===== config.mk =====
export PLATFORM = sky130hd
export DESIGN_NAME = flash_sector_write_back_buffer
export DESIGN_NICKNAME = d
export VERILOG_FILES = /design/src/hdl/fsw_pkg.sv /design/src/hdl/flash_sector_write_back_buffer.sv /design/src/hdl/fsw_addr_unit.sv /design/src/hdl/fsw_out_reg.sv /design/src/hdl/fsw_sequencer.sv
export SDC_FILE = /design/constraint.sdc
export NUM_CORES = 1
export LEC_CHECK = 0
export BUFFER_PORTS_ARGS = -buffer_cell sky130_fd_sc_hd__buf_2
export CAP_MARGIN = 30
export CELL_PAD_IN_SITES_DETAIL_PLACEMENT = 1
export CELL_PAD_IN_SITES_GLOBAL_PLACEMENT = 1
export CORE_AREA = 10 10 113 136
export DETAILED_ROUTE_END_ITERATION = 16
export DIE_AREA = 0 0 123 146
export PLACE_DENSITY_LB_ADDON = 0.1
export SKIP_LAST_GASP = 1
export SYNTH_ARGS = -nofsm -noshare
export SYNTH_HDL_FRONTEND = slang
export SYNTH_SLANG_ARGS = --single-unit

===== constraint.sdc =====
create_clock -name clk -period 6.23 [get_ports clk]
set_input_delay 1.5575 -clock clk [delete_from_list [all_inputs] [get_ports clk]]
set_output_delay 1.5575 -clock clk [all_outputs]
set_load 0.01 [all_outputs]

===== src/hdl/fsw_pkg.sv =====
// fsw_pkg: shared constants, command codes, sequencer states and the
// request/item structs of the flash sector write-back buffer
// no dependencies
package fsw_pkg;

  // geometry, all powers of two
  localparam int SECTORS_PER_BLOCK = 8;
  localparam int SECTOR_BYTES      = 512;
  localparam int ADDRESS_BITS      = 24;

  localparam int FIELD_W      = 24;
  localparam int SECTOR_SHIFT = $clog2(SECTOR_BYTES);
  localparam int SECT_W       = $clog2(SECTORS_PER_BLOCK);
  localparam int BLOCK_SHIFT  = SECTOR_SHIFT + SECT_W;
  localparam int BLOCK_W      = ADDRESS_BITS - BLOCK_SHIFT;

  localparam logic [FIELD_W-1:0] SCRATCH_BASE_RESET = 24'h0FF000;

  typedef enum logic [2:0] {
    CMD_COPY_IN  = 3'd0,
    CMD_ERASE    = 3'd1,
    CMD_COPY_OUT = 3'd2,
    CMD_STAGE    = 3'd3,
    CMD_NONE     = 3'd4
  } cmd_t;

  typedef enum logic [2:0] {
    ST_IDLE,
    ST_NONE,
    ST_COPY_IN,
    ST_ERASE_MAIN,
    ST_COPY_OUT,
    ST_ERASE_SCR,
    ST_STAGE
  } state_t;

  typedef enum logic [1:0] {
    BASE_ZERO,
    BASE_MAIN,
    BASE_SCRATCH
  } base_t;

  // command request from the sequencer to the address unit
  typedef struct packed {
    cmd_t                   cmd;
    base_t                  tgt_base;
    base_t                  src_base;
    logic [BLOCK_SHIFT-1:0] offset;
    logic [BLOCK_W-1:0]     block;
    logic                   last;
  } cmd_req_t;

  // finished command as presented on the output
  typedef struct packed {
    cmd_t               cmd;
    logic [FIELD_W-1:0] target;
    logic [FIELD_W-1:0] source;
    logic               last;
  } cmd_item_t;

endpackage


===== src/hdl/flash_sector_write_back_buffer.sv =====
// flash_sector_write_back_buffer: top level, scratch base register,
// sequencer, shared address unit and output register
// depends on fsw_pkg, fsw_sequencer, fsw_addr_unit, fsw_out_reg
//
// Turns sector writes and flush requests into a stream of flash commands
// that buffer the writes of one open erase block in a scratch erase block.
// Each accepted item is followed by its commands, one per output item, the
// final one flagged by last. The block takes one item at a time: in_ready
// is high only while the sequencer is idle. A flush is paced by the sector
// counter, which walks every sector of the block once for the copy-in phase
// (dirty sectors give no command) and once for the copy-back phase; a
// stalled output holds the sequence. scratch_base may only be written while
// the block is idle; its low bits below the erase-block size are ignored.
module flash_sector_write_back_buffer
  import fsw_pkg::*;
(
  input  logic               clk,
  input  logic               rst,
  // input items
  input  logic               in_valid,
  output logic               in_ready,
  input  logic               action,
  input  logic [23:0]        address,
  // result items
  output logic               out_valid,
  input  logic               out_ready,
  output logic [2:0]         command,
  output logic [23:0]        target_address,
  output logic [23:0]        source_address,
  output logic               last,
  // configuration
  input  logic               cfg_wen,
  input  logic [23:0]        cfg_wdata
);

  logic [FIELD_W-1:0] scratch_base;
  logic               slot_free;
  logic               emit_valid;
  cmd_req_t           req;
  cmd_item_t          item_d;
  cmd_item_t          item_q;

  // scratch block location
  always_ff @(posedge clk) begin
    if (rst) begin
      scratch_base <= SCRATCH_BASE_RESET;
    end else if (cfg_wen) begin
      scratch_base <= cfg_wdata;
    end
  end

  // sequencer: open-block record and flush sweep
  fsw_sequencer u_seq (
    .clk        (clk),
    .rst        (rst),
    .in_valid   (in_valid),
    .in_ready   (in_ready),
    .action     (action),
    .address    (address),
    .slot_free  (slot_free),
    .emit_valid (emit_valid),
    .req        (req)
  );

  // shared address generator
  fsw_addr_unit u_addr (
    .req          (req),
    .scratch_base (scratch_base),
    .item         (item_d)
  );

  // output register decouples the sequencer from the consumer
  fsw_out_reg u_out (
    .clk       (clk),
    .rst       (rst),
    .load      (emit_valid),
    .item_d    (item_d),
    .out_ready (out_ready),
    .out_valid (out_valid),
    .item_q    (item_q),
    .slot_free (slot_free)
  );

  assign command        = item_q.cmd;
  assign target_address = item_q.target;
  assign source_address = item_q.source;
  assign last           = item_q.last;

  // an accepted item always takes the sequencer out of idle
  a_busy_after_accept: assert property (@(posedge clk) disable iff (rst)
    in_valid && in_ready |=> !in_ready)
    else $error("ready held high after an item was accepted");

  // no command code beyond the defined set ever leaves
  a_cmd_range: assert property (@(posedge clk) disable iff (rst)
    out_valid |-> command <= CMD_NONE)
    else $error("undefined command code on output");

  // only copies carry a source address
  a_src_zero: assert property (@(posedge clk) disable iff (rst)
    out_valid && (command == CMD_ERASE || command == CMD_STAGE || command == CMD_NONE)
    |-> source_address == '0)
    else $error("source address set on a non-copy command");

  // erases always hit an erase-block boundary
  a_erase_aligned: assert property (@(posedge clk) disable iff (rst)
    out_valid && command == CMD_ERASE |-> target_address[BLOCK_SHIFT-1:0] == '0)
    else $error("erase target not block aligned");

endmodule


===== src/hdl/fsw_addr_unit.sv =====
// fsw_addr_unit: shared address generator, base plus in-block offset
// for target and source of every command
// depends on fsw_pkg
module fsw_addr_unit
  import fsw_pkg::*;
(
  input  cmd_req_t           req,
  input  logic [FIELD_W-1:0] scratch_base,
  output cmd_item_t          item
);

  logic [ADDRESS_BITS-1:0] main_a;
  logic [ADDRESS_BITS-1:0] scr_a;
  logic [ADDRESS_BITS-1:0] off_a;
  logic [ADDRESS_BITS-1:0] tgt_b;
  logic [ADDRESS_BITS-1:0] src_b;
  logic [ADDRESS_BITS-1:0] tgt_sum;
  logic [ADDRESS_BITS-1:0] src_sum;

  always_comb begin
    main_a = {req.block, {BLOCK_SHIFT{1'b0}}};
    // scratch block aligned down
    scr_a  = ADDRESS_BITS'({scratch_base[FIELD_W-1:BLOCK_SHIFT], {BLOCK_SHIFT{1'b0}}});
    off_a  = ADDRESS_BITS'(req.offset);

    unique case (req.tgt_base)
      BASE_MAIN:    tgt_b = main_a;
      BASE_SCRATCH: tgt_b = scr_a;
      default:      tgt_b = '0;
    endcase
    unique case (req.src_base)
      BASE_MAIN:    src_b = main_a;
      BASE_SCRATCH: src_b = scr_a;
      default:      src_b = '0;
    endcase

    // sums wrap at the address width
    tgt_sum = (req.tgt_base == BASE_ZERO) ? '0 : tgt_b + off_a;
    src_sum = (req.src_base == BASE_ZERO) ? '0 : src_b + off_a;

    item.cmd    = req.cmd;
    item.target = FIELD_W'(tgt_sum);
    item.source = FIELD_W'(src_sum);
    item.last   = req.last;
  end

endmodule


===== src/hdl/fsw_out_reg.sv =====
// fsw_out_reg: one-entry output register holding a finished command
// depends on fsw_pkg
module fsw_out_reg
  import fsw_pkg::*;
(
  input  logic      clk,
  input  logic      rst,
  input  logic      load,
  input  cmd_item_t item_d,
  input  logic      out_ready,
  output logic      out_valid,
  output cmd_item_t item_q,
  output logic      slot_free
);

  assign slot_free = !out_valid || out_ready;

  always_ff @(posedge clk) begin
    if (rst) begin
      out_valid <= 1'b0;
    end else if (slot_free) begin
      out_valid <= load;
    end
  end

  always_ff @(posedge clk) begin
    if (slot_free && load) begin
      item_q <= item_d;
    end
  end

endmodule


===== src/hdl/fsw_sequencer.sv =====
// fsw_sequencer: open-block record, dirty mask and the command sequencer
// that sweeps the sector counter through flushes
// depends on fsw_pkg
module fsw_sequencer
  import fsw_pkg::*;
(
  input  logic               clk,
  input  logic               rst,
  input  logic               in_valid,
  output logic               in_ready,
  input  logic               action,
  input  logic [FIELD_W-1:0] address,
  input  logic               slot_free,
  output logic               emit_valid,
  output cmd_req_t           req
);

  localparam logic [SECTORS_PER_BLOCK-1:0] ONE_BIT  = SECTORS_PER_BLOCK'(1);
  localparam logic [SECT_W-1:0]            LAST_SEC = SECT_W'(SECTORS_PER_BLOCK - 1);

  state_t                       state, state_next;
  logic [SECT_W-1:0]            sect_cnt;
  logic [BLOCK_W-1:0]           open_block;
  logic                         open_valid;
  logic [SECTORS_PER_BLOCK-1:0] dirty_mask;
  logic                         stage_pending;
  logic [BLOCK_W-1:0]           pend_block;
  logic [BLOCK_SHIFT-1:0]       pend_off;

  logic [ADDRESS_BITS-1:0]      in_addr;
  logic [BLOCK_W-1:0]           in_block;
  logic [SECTORS_PER_BLOCK-1:0] in_bit;
  logic                         need_flush;
  logic [SECTORS_PER_BLOCK-1:0] stage_mask;
  logic                         stage_full;
  logic                         accept;

  always_comb begin
    in_addr    = ADDRESS_BITS'(address);
    in_block   = in_addr[ADDRESS_BITS-1:BLOCK_SHIFT];
    in_bit     = ONE_BIT << in_addr[BLOCK_SHIFT-1:SECTOR_SHIFT];
    need_flush = open_valid && ((in_block != open_block) || ((dirty_mask & in_bit) != '0));
    stage_mask = dirty_mask | (ONE_BIT << pend_off[BLOCK_SHIFT-1:SECTOR_SHIFT]);
    stage_full = &stage_mask;
  end

  assign in_ready = (state == ST_IDLE);
  assign accept   = in_valid && in_ready;

  // next state
  always_comb begin
    state_next = state;
    unique case (state)
      ST_IDLE: begin
        if (in_valid) begin
          if (action) state_next = open_valid ? ST_COPY_IN : ST_NONE;
          else        state_next = need_flush ? ST_COPY_IN : ST_STAGE;
        end
      end
      ST_NONE: begin
        if (slot_free) state_next = ST_IDLE;
      end
      ST_COPY_IN: begin
        if (slot_free && sect_cnt == LAST_SEC) state_next = ST_ERASE_MAIN;
      end
      ST_ERASE_MAIN: begin
        if (slot_free) state_next = ST_COPY_OUT;
      end
      ST_COPY_OUT: begin
        if (slot_free && sect_cnt == LAST_SEC) state_next = ST_ERASE_SCR;
      end
      ST_ERASE_SCR: begin
        if (slot_free) state_next = stage_pending ? ST_STAGE : ST_IDLE;
      end
      ST_STAGE: begin
        if (slot_free) state_next = stage_full ? ST_COPY_IN : ST_IDLE;
      end
      default: state_next = ST_IDLE;
    endcase
  end

  // outputs
  always_comb begin
    emit_valid   = 1'b0;
    req.cmd      = CMD_NONE;
    req.tgt_base = BASE_ZERO;
    req.src_base = BASE_ZERO;
    req.offset   = '0;
    req.block    = open_block;
    req.last     = 1'b0;
    unique case (state)
      ST_IDLE: ;
      ST_NONE: begin
        emit_valid = 1'b1;
        req.last   = 1'b1;
      end
      ST_COPY_IN: begin
        emit_valid   = !dirty_mask[sect_cnt];
        req.cmd      = CMD_COPY_IN;
        req.tgt_base = BASE_SCRATCH;
        req.src_base = BASE_MAIN;
        req.offset   = {sect_cnt, {SECTOR_SHIFT{1'b0}}};
      end
      ST_ERASE_MAIN: begin
        emit_valid   = 1'b1;
        req.cmd      = CMD_ERASE;
        req.tgt_base = BASE_MAIN;
      end
      ST_COPY_OUT: begin
        emit_valid   = 1'b1;
        req.cmd      = CMD_COPY_OUT;
        req.tgt_base = BASE_MAIN;
        req.src_base = BASE_SCRATCH;
        req.offset   = {sect_cnt, {SECTOR_SHIFT{1'b0}}};
      end
      ST_ERASE_SCR: begin
        emit_valid   = 1'b1;
        req.cmd      = CMD_ERASE;
        req.tgt_base = BASE_SCRATCH;
        req.last     = !stage_pending;
      end
      ST_STAGE: begin
        emit_valid   = 1'b1;
        req.cmd      = CMD_STAGE;
        req.tgt_base = BASE_SCRATCH;
        req.offset   = pend_off;
        req.last     = !stage_full;
      end
      default: ;
    endcase
  end

  always_ff @(posedge clk) begin
    if (rst) begin
      state         <= ST_IDLE;
      sect_cnt      <= '0;
      open_block    <= '0;
      open_valid    <= 1'b0;
      dirty_mask    <= '0;
      stage_pending <= 1'b0;
    end else begin
      state <= state_next;
      if (accept) begin
        stage_pending <= !action && need_flush;
        sect_cnt      <= '0;
      end
      if (slot_free) begin
        unique case (state)
          ST_COPY_IN, ST_COPY_OUT: begin
            sect_cnt <= (sect_cnt == LAST_SEC) ? '0 : sect_cnt + 1'b1;
          end
          ST_ERASE_SCR: begin
            open_valid    <= 1'b0;
            open_block    <= '0;
            dirty_mask    <= '0;
            stage_pending <= 1'b0;
          end
          ST_STAGE: begin
            open_block <= pend_block;
            open_valid <= 1'b1;
            dirty_mask <= stage_mask;
            sect_cnt   <= '0;
          end
          default: ;
        endcase
      end
    end
  end

  always_ff @(posedge clk) begin
    if (accept) begin
      pend_block <= in_block;
      pend_off   <= in_addr[BLOCK_SHIFT-1:0];
    end
  end

endmodule

==> qor.csv, run 1 <==
stage,metric,value,unit
status,status,completed,
flow_run,cap_violations,0,
drt,ant_nets,0,
drt,vias_per_cell,5.22,
synth,yosys.cell_types.count,49,
floorplanning,rows,46,
clock_network,cts_sinks,117,
pwr,power.total,3140,uW
synth,async_reset_ff_share,0,%
timing,fin_crit_sh,52.0,%
pwr,leakagePower,0.00241,uW
drt,drc,0,
synth,post_synth.cell_area_avg,12.3,um2
timing,fmax,309,MHz
layout,fill_cells,1402,
synth,syn-num-nets,467,
floorplanning,pin_count,108,
worst_setup_path,reg2reg_from,u_seq.state[0],
worst_setup_path,required,4670,ps
layout,fin_util,48.5,%
clock_network,h-tree-depth,4,
floorplanning,core_area,12800,um2
synth,synth_top_area_cell,edfxtp_1,
timing,setup_slack,2990,ps
clock_network,holdBufCountCts,0,
global_route,grt_pass1_wl,20700,um
worst_setup_path,crit_chain,nor3_2 > buf_2,
global_route,antenna_found_initial,0,
timing,rsz0062_at_grt,no,
drt,via_count,3560,
worst_setup_path,cp.arrival,1680,ps
synth,ys_seq_area_share,62.2,%
timing,worstMarginPinSlew,906,ps
clock_network,cts_tree,yes,
global_route,overflow,0,
clock_network,numCtsBuffers,17,
floorplanning,chipWidth,123,um
place,globalplace.congestion,0.830,
worst_setup_path,crit_start,u_seq.state[0],
synth,synth_area,4990,um2
worst_setup_path,worstSetupEndpointType,primary output,
worst_setup_path,critical_path.slowest_cell,dfxtp_1,
pwr,power_density,504,nW/um2
pwr,peakVddDrop,0.000464,V
min_path,worstHoldStart,u_seq.pend_block[10],
timing,final.min_clock_period,3240,ps
clock_network,post-cts-setup-buffers,0,
clock_network,cts-root-buf,clkbuf_16,
clock_network,ctsLongestPathBuffers,2,
synth,ys_warn_count,0,
min_path,min_path_type,reg -> reg,
worst_setup_path,critPathLaunchType,register,
floorplanning,die_h,146,um
drt,firstDrtPassIters,4,
timing,setup_viol,0,
timing,slew_headroom,39.5,%
worst_setup_path,slowest_delay,910,ps
synth,ys_top_cells_by_count,"edfxtp_1, nor2_1, dfxtp_1",
layout,finalNetCount,563,
floorplanning,initial_core_util,38.9,%
synth,synth_top_area_share,45.8,%
synth,synth.most_common_cell,edfxtp_1,
clock_network,clkLatencyLatePin,410,ps
timing,setup_tns,0,ps
clock_network,clk_pin_slew_worst_paths,50,ps
global_route,grt_usage,14.9,%
timing,finClkSkew,7.50,ps
synth,synthCells,405,
clock_network,cts_resized,0,
synth,synth_ff_type,edfxtp_1,
layout,syn_to_final_growth,24.7,%
timing,timing_hold_violations_final,0,
synth,ys_ff_latch,117,
drt,wl_per_cell,19.0,um
worst_setup_path,cp_max_fo,26,
drt,first_iter_violations,239,
drt,routed_wl,13000,um
place,pre_cts_ws,3030,ps
place,place.detailed.hpwl,9390,um
synth,synth_edf_count,76,
timing,maxSlewViolCount,0,
global_route,grt_max_degree,53,
place,numPortBuffers,95,
synth,synth.area.top_cells,"edfxtp_1, dfxtp_1, a22oi_1",
worst_setup_path,path_class,reg -> out,
layout,drive_gt1_share,27.6,%
layout,antenna_cells,0,
global_route,grt_pass1_vias,3875,
floorplanning,fp.dieArea,18000,um2
[worst paths after layout]
path	slack, ps	end	depth (start not counted)
worst max-delay path	2990	in_ready	2
worst min-delay path	470	u_seq.open_block[10]	1
worst max register to register	3350	u_out.item_q[42]	8
worst min register to register	470	u_seq.open_block[10]	1
[sequential cells by signal (all words and copies together) (netlist names)]
name / cells
u_out.out_valid: 1
u_seq.stage_pending: 1
u_seq.dirty_mask: 8
scratch_base: 12
u_seq.sect_cnt: 3
u_seq.pend_block: 12
u_out.item_q: 52
u_seq.pend_off: 12
u_seq.open_block: 12
u_seq.state: 3
u_seq.open_valid: 1
[kinds of logic after synthesis]
group,after synthesis,share of synthesized area [%]
adders and majority gates,9,2.21
and+or+nand+nor,131,13.1
muxes,22,5.74
DFF,117,62.2
xor gates and xnor gates,12,2.11
buffers and inverters,30,2.28
AOI/OAI and AO/OA,84,12.3
[metrics by stage]
| step | std cells | hold slack [ps] | instance area [um2] |
|---|---|---|---|
| 6_report | 682 | 465 | 6220 |
| 5_1_grt | 682 | 474 | 6220 |
| 4_1_cts | 682 | 461 | 6220 |
| 3_5_place_dp | 650 | 453 | 5620 |
| 3_3_place_gp | 650 | 446 | 5620 |
| 2_1_floorplan | 405 | 442 | 4990 |
[layout make-up]
| type | count | area [um2] | area share, % |
|---|---|---|---|
| flip-flops and latches | 117 | 3100 | 49.9 |
| inverters | 10 | 37.5 | 0.603 |
| repair buffers | 97 | 490 | 7.89 |
| clock inverters | 12 | 154 | 2.47 |
| well taps | 168 | 210 | 3.38 |
| clock buffers | 20 | 447 | 7.18 |
| multi-input cells | 258 | 1780 | 28.6 |
[worst max-delay path, delay by kind of cell (launching register included)]
family,cells,cell delay (ps)
flops,1,910
buf+inv,1,190
simple gates,1,160
[power breakdown]
part	switching (uW)	internal, uW
Clock	351	639
Combinational	562	285
Sequential	132	1170
Total	1040	2090
[per-layer routing]
metal | vias to the layer above | routed length (um) | track usage, %
met5 | - | 0 | 0
met4 | 0 | 303 | 6.36
met3 | 28 | 743 | 4.35
met2 | 88 | 6890 | 26.4
met1 | 1743 | 5050 | 15.7
li1 | 1701 | - | -
[cells in the final DEF, fill, tap and decap left out, types with 8 or more instances in the layout]
cell type,synthesis,routed
a21oi_1,12,12
a22o_1,12,12
a22oi_1,29,29
and2_1,19,19
buf_2,1,95
clkbuf_16,0,17
dfxtp_1,41,41
edfxtp_1,76,76
ha_1,8,8
inv_1,9,9
mux2i_1,14,14
nand2_1,23,23
nor2_1,51,50
nor3_1,9,9
xnor2_1,12,12
(Power assumes the default switching activity.)
==> run 2, diff against run 1 <==
==> constraint.sdc (replaced) <==
create_clock -name clk -period 3 [get_ports clk]
set_input_delay 0.75 -clock clk [delete_from_list [all_inputs] [get_ports clk]]
set_output_delay 0.75 -clock clk [all_outputs]
set_load 0.01 [all_outputs]
==> qor.csv, run 2 (synthesized netlist as in run 1, its figures left out) <==
stage,metric,value,unit,change
status,status,completed,,
drt,vias_per_cell,5.17,,-0.99%
drt,firstDrtPassIters,4,,unchanged
floorplanning,die_h,146,um,unchanged
floorplanning,rows,46,,unchanged
timing,timing.hold.ws,460,ps,-5.52 ps
timing,finClkSkew,11.5,ps,+3.99 ps
clock_network,cts_sinks,117,,unchanged
global_route,grt_pass1_wl,20900,um,+1.1%
layout,antenna_cells,0,,unchanged
place,globalplace.congestion,0.850,,+2.4%
place,place.detailed.hpwl,9590,um,+2.2%
global_route,grt_max_degree,53,,unchanged
clock_network,numCtsBuffers,17,,unchanged
pwr,leakagePower,0.00242,uW,+0.44%
clock_network,post-cts-setup-buffers,0,,unchanged
pwr,switching_share,33.5,%,+0.21 points
global_route,overflow,0,,unchanged
layout,top_register,u_out.item_q,,
pwr,p_int,4220,uW,+100%
floorplanning,core_area,12800,um2,unchanged
worst_setup_path,cp_num_buf_inv,2,,+1
layout,drive_gt1_share,27.3,%,-0.37 points
clock_network,cts-root-buf,clkbuf_16,,
floorplanning,chipWidth,123,um,unchanged
worst_setup_path,required,3140,ps,-1530 ps
pwr,pwr-share-comb,30.1,%,+3.1 points
pwr,power_density,1020,nW/um2,+100%
floorplanning,fp.dieArea,18000,um2,unchanged
clock_network,clk_pin_slew_worst_paths,50,ps,about the same
worst_setup_path,cp.arrival,2550,ps,+870 ps
pwr,seqPwrFrac,41.4,%,about the same
worst_setup_path,worstSetupEndpointType,register,,
layout,final_common_cell,buf_2,,
layout,mostFrequentLayoutCells,"buf_2, edfxtp_1, nor2_1",,
floorplanning,pin_count,108,,unchanged
timing,fin_crit_sh,80.6,%,
flow_run,cap_violations,0,,unchanged
timing,worstMarginPinSlew,677,ps,-229 ps
min_path,min_path_type,reg -> reg,,
place,numPortBuffers,95,,unchanged
worst_setup_path,cp_max_fo,12,,-54%
timing,setup_viol,0,,unchanged
worst_setup_path,critical_path.slowest_cell,dfxtp_1,,
worst_setup_path,critPathLaunchType,register,,
pwr,p_clk_share,28.5,%,-3.0 points
timing,maxSlewViolCount,0,,unchanged
clock_network,h-tree-depth,4,,unchanged
clock_network,holdBufCountCts,0,,unchanged
worst_setup_path,path_delay_family,simple AND/OR/NAND/NOR gates,,
layout,fin_util,48.4,%,-0.097 points
worst_setup_path,path_class,reg -> reg,,
global_route,grt_usage,15.1,%,+0.29 points
timing,slew_headroom,54.8,%,+15 points
timing,fmax,414,MHz,
drt,wl_per_cell,19.0,um,-0.36%
timing,final.min_clock_period,2420,ps,
pwr,peakVddDrop,0.00118,V,+150%
global_route,antenna_found_initial,0,,unchanged
drt,ant_nets,0,,unchanged
clock_network,cts_tree,yes,,
layout,syn_to_final_growth,24.5,%,
floorplanning,initial_core_util,38.9,%,unchanged
layout,finalNetCount,570,,+1.2%
drt,via_count,3561,,+0.028%
drt,drc,0,,unchanged
drt,routed_wl,13100,um,+0.66%
worst_setup_path,crit_chain,nand2b_1 > inv_1 > nand2_1 > nand2_1 > inv_1 > ha_1 > nand2b_1 > nor2_1,,
timing,timing_hold_violations_final,0,,unchanged
clock_network,cts_resized,0,,unchanged
timing,rsz0062_at_grt,no,,
layout,largest_reg_flops,52,,unchanged
clock_network,clkLatencyLatePin,420,ps,about the same
pwr,switching_power,2130,uW,+100%
global_route,grt_pass1_vias,3872,,-0.077%
clock_network,ctsLongestPathBuffers,2,,unchanged
timing,setup_tns,0,ps,unchanged
drt,first_iter_violations,234,,-2.1%
worst_setup_path,slowest_delay,560,ps,-350 ps
run 2: cell types whose count changed in the layout (fill, tap and decap cells not counted), sizes merged:
cell,before,now
clkbuf,20,26
buf,97,104
clkinvlp,3,0
bufinv,3,1
inv,11,10
run 2: cell type report:
class / count / area (um2)
clock inverters: 6 / 53.8
clock buffers: 26 / 469
flip-flops and latches: 117 / 3100
repair buffers: 104 / 556
fillers: 1401 / 6630
multi-input cells: 258 / 1780
well taps: 168 / 210
inverters: 10 / 37.5
run 2: path summary, 6_finish.rpt:
check / start / to / slack, ps / cells after the start
max: u_seq.state[0] / u_out.item_q[42] / 580 / 8
min: u_seq.pend_block[10] / u_seq.open_block[10] / 460 / 1
max reg2reg: u_seq.state[0] / u_out.item_q[42] / 580 / 8
min reg2reg: u_seq.pend_block[10] / u_seq.open_block[10] / 460 / 1
run 2: stage by stage:
step	total power [uW]	instances	setup WS, ps	area, um2
6_report	6350	689	583	6210
5_1_grt	6730	689	263	6210
4_1_cts	6450	689	519	6210
3_5_place_dp	4620	657	533	5680
3_3_place_gp	4540	657	629	5680
2_1_floorplan	3760	405	513	4990
run 2: layer usage:
layer,track usage [%],vias up,routed length (um)
li1,-,1712,-
met1,16.0,1744,5090
met2,26.6,84,6940
met3,4.39,21,738
met4,7.12,0,307
met5,0,-,0
run 2: power groups by stage:
stage | clock [uW] | combinational, uW | sequential [uW]
6_report | 1810 | 1910 | 2630
5_1_grt | 1920 | 2120 | 2690
4_1_cts | 1850 | 1960 | 2640
3_5_place_dp | 0 | 1950 | 2670
3_3_place_gp | 0 | 1900 | 2630
2_1_floorplan | 0 | 934 | 2830
